`src/hdl/swm_pkg.sv`:
```
// swm_pkg: shared constants, types and helpers for the sliding window maximum
// used by every module in hdl; depends on nothing else

package swm_pkg;

  localparam int WINDOW_MAX = 64;
  localparam int SAMPLE_W   = 32;
  localparam int CFG_W      = 7;
  localparam int CNT_W      = $clog2(WINDOW_MAX + 1);
  localparam int IDX_W      = $clog2(WINDOW_MAX);
  localparam int LO_W       = IDX_W / 2;
  localparam int HI_W       = IDX_W - LO_W;
  localparam int GROUPS     = 2 ** HI_W;
  localparam int PAD_LEN    = 2 ** IDX_W;

  localparam logic [CFG_W-1:0] WINDOW_RESET = CFG_W'(3);

  typedef logic signed [SAMPLE_W-1:0] sample_t;

  typedef struct packed {
    logic             valid;
    logic [IDX_W-1:0] idx;
  } swm_sel_t;

  // a size of zero acts as one, anything above the cell count acts as the cell count
  function automatic logic [CNT_W-1:0] eff_window(input logic [CFG_W-1:0] ws);
    logic [CNT_W-1:0] k;
    if (ws == '0) begin
      k = CNT_W'(1);
    end else if (int'(ws) > WINDOW_MAX) begin
      k = CNT_W'(WINDOW_MAX);
    end else begin
      k = CNT_W'(ws);
    end
    return k;
  endfunction

endpackage

```
`src/hdl/swm_cell.sv`:
```
// swm_cell: one cell of the running maximum chain, holds the maximum over
// the newest samples up to its own age; depends on swm_pkg

module swm_cell (
  input  logic              clk,
  input  logic              en,
  input  logic              restart,
  input  swm_pkg::sample_t  sample,
  input  swm_pkg::sample_t  prev,
  output swm_pkg::sample_t  value
);

  swm_pkg::sample_t value_next;

  always_comb begin
    if (restart || (sample > prev)) begin
      value_next = sample;
    end else begin
      value_next = prev;
    end
  end

  always_ff @(posedge clk) begin
    if (en) begin
      value <= value_next;
    end
  end

endmodule

```
`config.mk`:
```
export PLATFORM = sky130hd
export DESIGN_NAME = swm_cell
export DESIGN_NICKNAME = d
export VERILOG_FILES = /design/src/hdl/swm_pkg.sv /design/src/hdl/swm_cell.sv
export SDC_FILE = /design/constraint.sdc
export NUM_CORES = 1
export LEC_CHECK = 0
export BUFFER_PORTS_ARGS = -buffer_cell sky130_fd_sc_hd__buf_2
export CAP_MARGIN = 20
export CORE_MARGIN = 3
export CORE_UTILIZATION = 45
export DETAILED_ROUTE_END_ITERATION = 8
export PLACE_DENSITY = 0.78
export REMOVE_ABC_BUFFERS = 1
export SETUP_SLACK_MARGIN = 0.15
export SYNTH_ARGS = -nofsm -noshare
export SYNTH_HDL_FRONTEND = slang
export SYNTH_SLANG_ARGS = --single-unit
```
`constraint.sdc`:
```
create_clock -name clk -period 3.2 [get_ports clk]
set_input_delay 0.32 -clock clk [delete_from_list [all_inputs] [get_ports clk]]
set_output_delay 0.32 -clock clk [all_outputs]
set_load 0.03 [all_outputs]
```
Word level (Yosys, flattened, before mapping). Index checks and enable logic that the tools add are counted.

Register bits: 32. Output and inout bits: 32.

Magnitude comparators: 1. Muxes and demuxes: 1. Reduce and logical (&&, ||, !) cells: 1.

Operators by type and width (count): > comparator 32 bit (1); two-way mux 32 bit (1); logical OR 1 bit (1).

Logic depth before layout (Yosys ltp).
Depth in word-level cells: 3. Mapped depth: 9. Mapped depth without buffers: 8.

Worst setup path before layout. OpenSTA, ideal clock, no wires.

Kind: input port to flip-flop. Start: in prev[14]. End: reg value[10], data pin. Arrival time: 2.147 ns. Slack: 0.792 ns. Cell stages on the path: 9. Path buffers: 1. Cells stage by stage: inv_1 -> ha_1 -> nand4_1 -> or2_1 -> or3_1 -> a21oi_1 -> o22a_4 -> buf_12 -> mux2_4.

Cells in the longest elaborated chain, start to end: 3.

Ends and longest elaborated chain: from (decl) (line swm_cell.sv:9) `input swm_pkg::sample_t prev,`; > comparator 32 bit (line swm_cell.sv:16) `if (restart || (sample > prev)) begin`; logical OR 1 bit (line swm_cell.sv:16); two-way mux 32 bit (line swm_cell.sv:16); net value_next[10] (line swm_cell.sv:13) `swm_pkg::sample_t value_next;`; to (signal assigned) (line swm_cell.sv:25) `value <= value_next;`; to (decl) (line swm_cell.sv:10) `output swm_pkg::sample_t value`.

The timed path passes the listed nets, and every way through them passes these cells. A chain may end at the register's enable or synchronous reset.

Worst setup path after layout.
Start: in prev[31]. End: reg value[31], data pin.

Cells in the longest elaborated chain, start to end: 3.

Ends and longest elaborated chain (line): > comparator 32 bit (swm_cell.sv:16); logical OR 1 bit (swm_cell.sv:16); two-way mux 32 bit (*) (swm_cell.sv:16); net value_next[31] (swm_cell.sv:13).

The timed path passes the listed nets; every way through them passes the cells marked *.

==> results_tabular.tex <==
\begin{tabular}{lr}
\hline
Metric & Value \\
\hline
\multicolumn{2}{l}{\textbf{Synth}} \\
\quad Most numerous cell types in the synthesized netlist & sky130\_fd\_sc\_hd\_\_edfxtp\_1 (32), sky130\_fd\_sc\_hd\_\_ha\_1 (32), sky130\_fd\_sc\_hd\_\_inv\_1 (32), sky130\_fd\_sc\_hd\_\_mux2\_4 (30), sky130\_fd\_sc\_hd\_\_a21oi\_1 (15) \\
\quad Cell taking the most area after synthesis & sky130\_fd\_sc\_hd\_\_edfxtp\_1 \\
\quad Post-Synthesis Cells & 186 \\
\quad Synthesized cell area & 2330 µm² \\
\quad Top area cells in the synthesized netlist & sky130\_fd\_sc\_hd\_\_edfxtp\_1 (41\%), sky130\_fd\_sc\_hd\_\_mux2\_4 (19\%), sky130\_fd\_sc\_hd\_\_ha\_1 (17\%), sky130\_fd\_sc\_hd\_\_inv\_1 (5.2\%), sky130\_fd\_sc\_hd\_\_a21oi\_1 (3.2\%) \\
\quad Synthesized area divided by synthesized cell count & 12.5 µm² \\
\quad Flip-flop and latch count after synthesis & 32 \\
\quad Sequential cell area fraction in the yosys report & 0.412 \\
\quad Prevailing post-synth register cell & sky130\_fd\_sc\_hd\_\_edfxtp\_1 \\
\quad Post-synth EDFFs & 32 \\
\quad Synth cell types & 25 \\
\quad Number of warnings printed during yosys synthesis & 0 \\
\quad Proportion of register bits with asynchronous set or reset after synthesis & 0 \\
\quad Yosys top cell area share & 0.412 \\
\multicolumn{2}{l}{\textbf{Route}} \\
\quad DRC violations left & 0 \\
\quad Number of iterations in the first detailed-routing pass & 4 \\
\quad Routed wire length & 4730 µm \\
\quad Wire length per cell & 13.2 µm \\
\quad Detailed-route vias per instance & 4.92 \\
\quad Initial DRC Count & 55 \\
\quad Residual antenna-violating net count after detailed routing & 0 \\
\quad Total via count in the routed design & 1,757 \\
\multicolumn{2}{l}{\textbf{STA}} \\
\quad Actual transition at the worst max-transition pin & 0.737 ns \\
\quad Max-slew headroom & 0.509 \\
\quad Number of hold violations in the final report & 0 \\
\quad RSZ-0062 raised after global routing & no \\
\quad Number of failing setup endpoints in the final timing report & 0 \\
\quad Setup\_tns & 0 ns \\
\quad Time the final worst path needs with I/O delays and setup & 2.56 ns \\
\quad Max Slew Vio Count & 0 \\
\quad Period utilisation layout & 0.800 \\
\quad Maximum clock frequency & 390 MHz \\
\multicolumn{2}{l}{\textbf{GRT}} \\
\quad All-layer global routing usage & 0.157 \\
\quad Pin count of the biggest net entering global routing & 33 \\
\quad Wire length of the first global-routing pass & 7440 µm \\
\quad Number of global-route vias before repair & 1,769 \\
\quad Final global-route overflow total & 0 \\
\quad Antenna violations before repair & 0 \\
\multicolumn{2}{l}{\textbf{CTS}} \\
\quad Clk sinks & 32 \\
\quad Number of CTS-inserted buffers & 5 \\
\quad Post-cts hold buffer count & 0 \\
\quad Worst-case clock buffer depth & 2 \\
\quad Number of setup buffers added after CTS & 0 \\
\quad Cell at the root of the clock tree & sky130\_fd\_sc\_hd\_\_clkbuf\_8 \\
\quad Gates resized, CTS repair & 0 \\
\quad Clock tree from TritonCTS & built \\
\quad H-tree levels & 2 \\
\quad Clock-pin transition on the worst setup and hold timing paths & 0.06 ns \\
\multicolumn{2}{l}{\textbf{Layout}} \\
\quad Layout area overhead & 26.3\% \\
\quad \# nets final & 388 \\
\quad Most flop-heavy register & value \\
\quad Share of layout cells above drive strength 1 & 0.472 \\
\quad Max reg flops & 32 \\
\quad Largest registers & value: 32 flops \\
\quad Antenna diode instance count & 0 \\
\quad Finished Cell Area & 2950 µm² \\
\multicolumn{2}{l}{\textbf{Pwr}} \\
\quad Power density over the cells & 428 nW/µm² \\
\quad Total power & 1.26 mW \\
\quad Leakage & 1.50 nW \\
\quad Worst vdd rail ir drop & 167 µV \\
\multicolumn{2}{l}{\textbf{Worst setup path}} \\
\quad Worst setup EP type & register \\
\quad Type of element launching the critical path & primary input \\
\quad Worst setup path class & primary input to register \\
\quad Arrival time at the worst endpoint & 2.58 ns \\
\quad Critical path origin & prev[31] \\
\quad Critical Path Sink & value[31] \\
\quad Maximum fanout encountered on the critical timing path & 23 \\
\quad CP required & 3.22 ns \\
\multicolumn{2}{l}{\textbf{Die}} \\
\quad Core area & 4880 µm² \\
\quad Top-level port count & 99 \\
\quad Die outline area & 6080 µm² \\
\quad Effective utilization at floorplan & 0.478 \\
\quad Site row count & 25 \\
\quad Die Ht & 78.0 µm \\
\quad Horizontal die dimension & 78.0 µm \\
\multicolumn{2}{l}{\textbf{Flow run}} \\
\quad Max-cap check violation count & 0 \\
\multicolumn{2}{l}{\textbf{Placement}} \\
\quad Count of input and output buffers & 98 \\
\quad Total cell area at the placement stage & 2870 µm² \\
\quad Final Wtd Congestion & 0.765 \\
\quad Estimated wirelength of the detail-placed design & 3890 µm \\
\multicolumn{2}{l}{\textbf{Status}} \\
\quad Outcome & finished clean \\
\multicolumn{2}{l}{\textbf{Worst hold path}} \\
\quad Worst hold path class & primary input to register \\
\hline
\end{tabular}
-- critical path, stage by stage --
cell and delay, ns:
sky130_fd_sc_hd__buf_2 0.09, sky130_fd_sc_hd__inv_1 0.04, sky130_fd_sc_hd__ha_1 0.34, sky130_fd_sc_hd__nand4_1 0.18
sky130_fd_sc_hd__nor4_1 0.45, sky130_fd_sc_hd__nand2_1 0.10, sky130_fd_sc_hd__a21oi_1 0.18, sky130_fd_sc_hd__o22a_4 0.28
sky130_fd_sc_hd__buf_12 0.24, sky130_fd_sc_hd__mux2_2 0.35
-- cells by family (layout without fill, tap and decap cells) --
kind of cell,after synthesis,after routing,synth area share
compound gates,27,27,0.0724
fa+ha+maj,32,32,0.172
buf+inv,35,139,0.0773
flops,32,32,0.412
mux,32,32,0.203
simple gates,28,28,0.0638
-- how the worst min path moves through the flow --
stage,start,to,cells past startpoint
floorplan,en,value[0],0
global placement,prev[17],value[17],2
detailed placement,prev[16],value[16],2
CTS,prev[3],value[3],2
global route,prev[11],value[11],2
finish,prev[16],value[16],2
-- routing by layer --
| layer | track usage | wire length (µm) |
|---|---|---|
| met5 | 0 | 0 |
| met4 | 0.0472 | 70 |
| met3 | 0.0522 | 413 |
| met2 | 0.299 | 2410 |
| met1 | 0.161 | 1840 |
-- cell type report --
type,instances,area (µm²)
tap,67,83.8
multi-input combinational,119,1190
clock inverter,1,3.75
clock buffer,7,76.3
fill,436,1930
sequential,32,961
inverter,32,120
timing repair buffer,99,510
-- power breakdown --
part	internal, mW	leakage, nW	switching [mW]
registers	0.524	0.313	0.0119
logic	0.196	1.15	0.237
clock network	0.151	0.0399	0.140
total	0.871	1.50	0.389
-- layout by cell type (no fill, tap or decap), types with 4 or more instances in the layout --
cell / instances
sky130_fd_sc_hd__nand3_1: 4
sky130_fd_sc_hd__mux2_4: 30
sky130_fd_sc_hd__buf_2: 98
sky130_fd_sc_hd__clkbuf_8: 5
sky130_fd_sc_hd__edfxtp_1: 32
sky130_fd_sc_hd__a21oi_1: 15
sky130_fd_sc_hd__inv_1: 32
sky130_fd_sc_hd__nand4_1: 8
sky130_fd_sc_hd__ha_1: 32
sky130_fd_sc_hd__nand2_1: 6
-- per-stage QoR --
step | std cells | hold WS [ns] | setup slack [ns] | util
CTS | 357 | 0.343 | 0.623 | 0.604
global placement | 349 | 0.636 | 0.350 | 0.587
finish | 357 | 0.355 | 0.639 | 0.604
floorplan | 183 | 0.432 | 0.586 | -
global route | 357 | 0.342 | 0.489 | 0.604
detailed placement | 349 | 0.639 | 0.332 | 0.587
No activity file was read; power rests on OpenSTA's default activity.
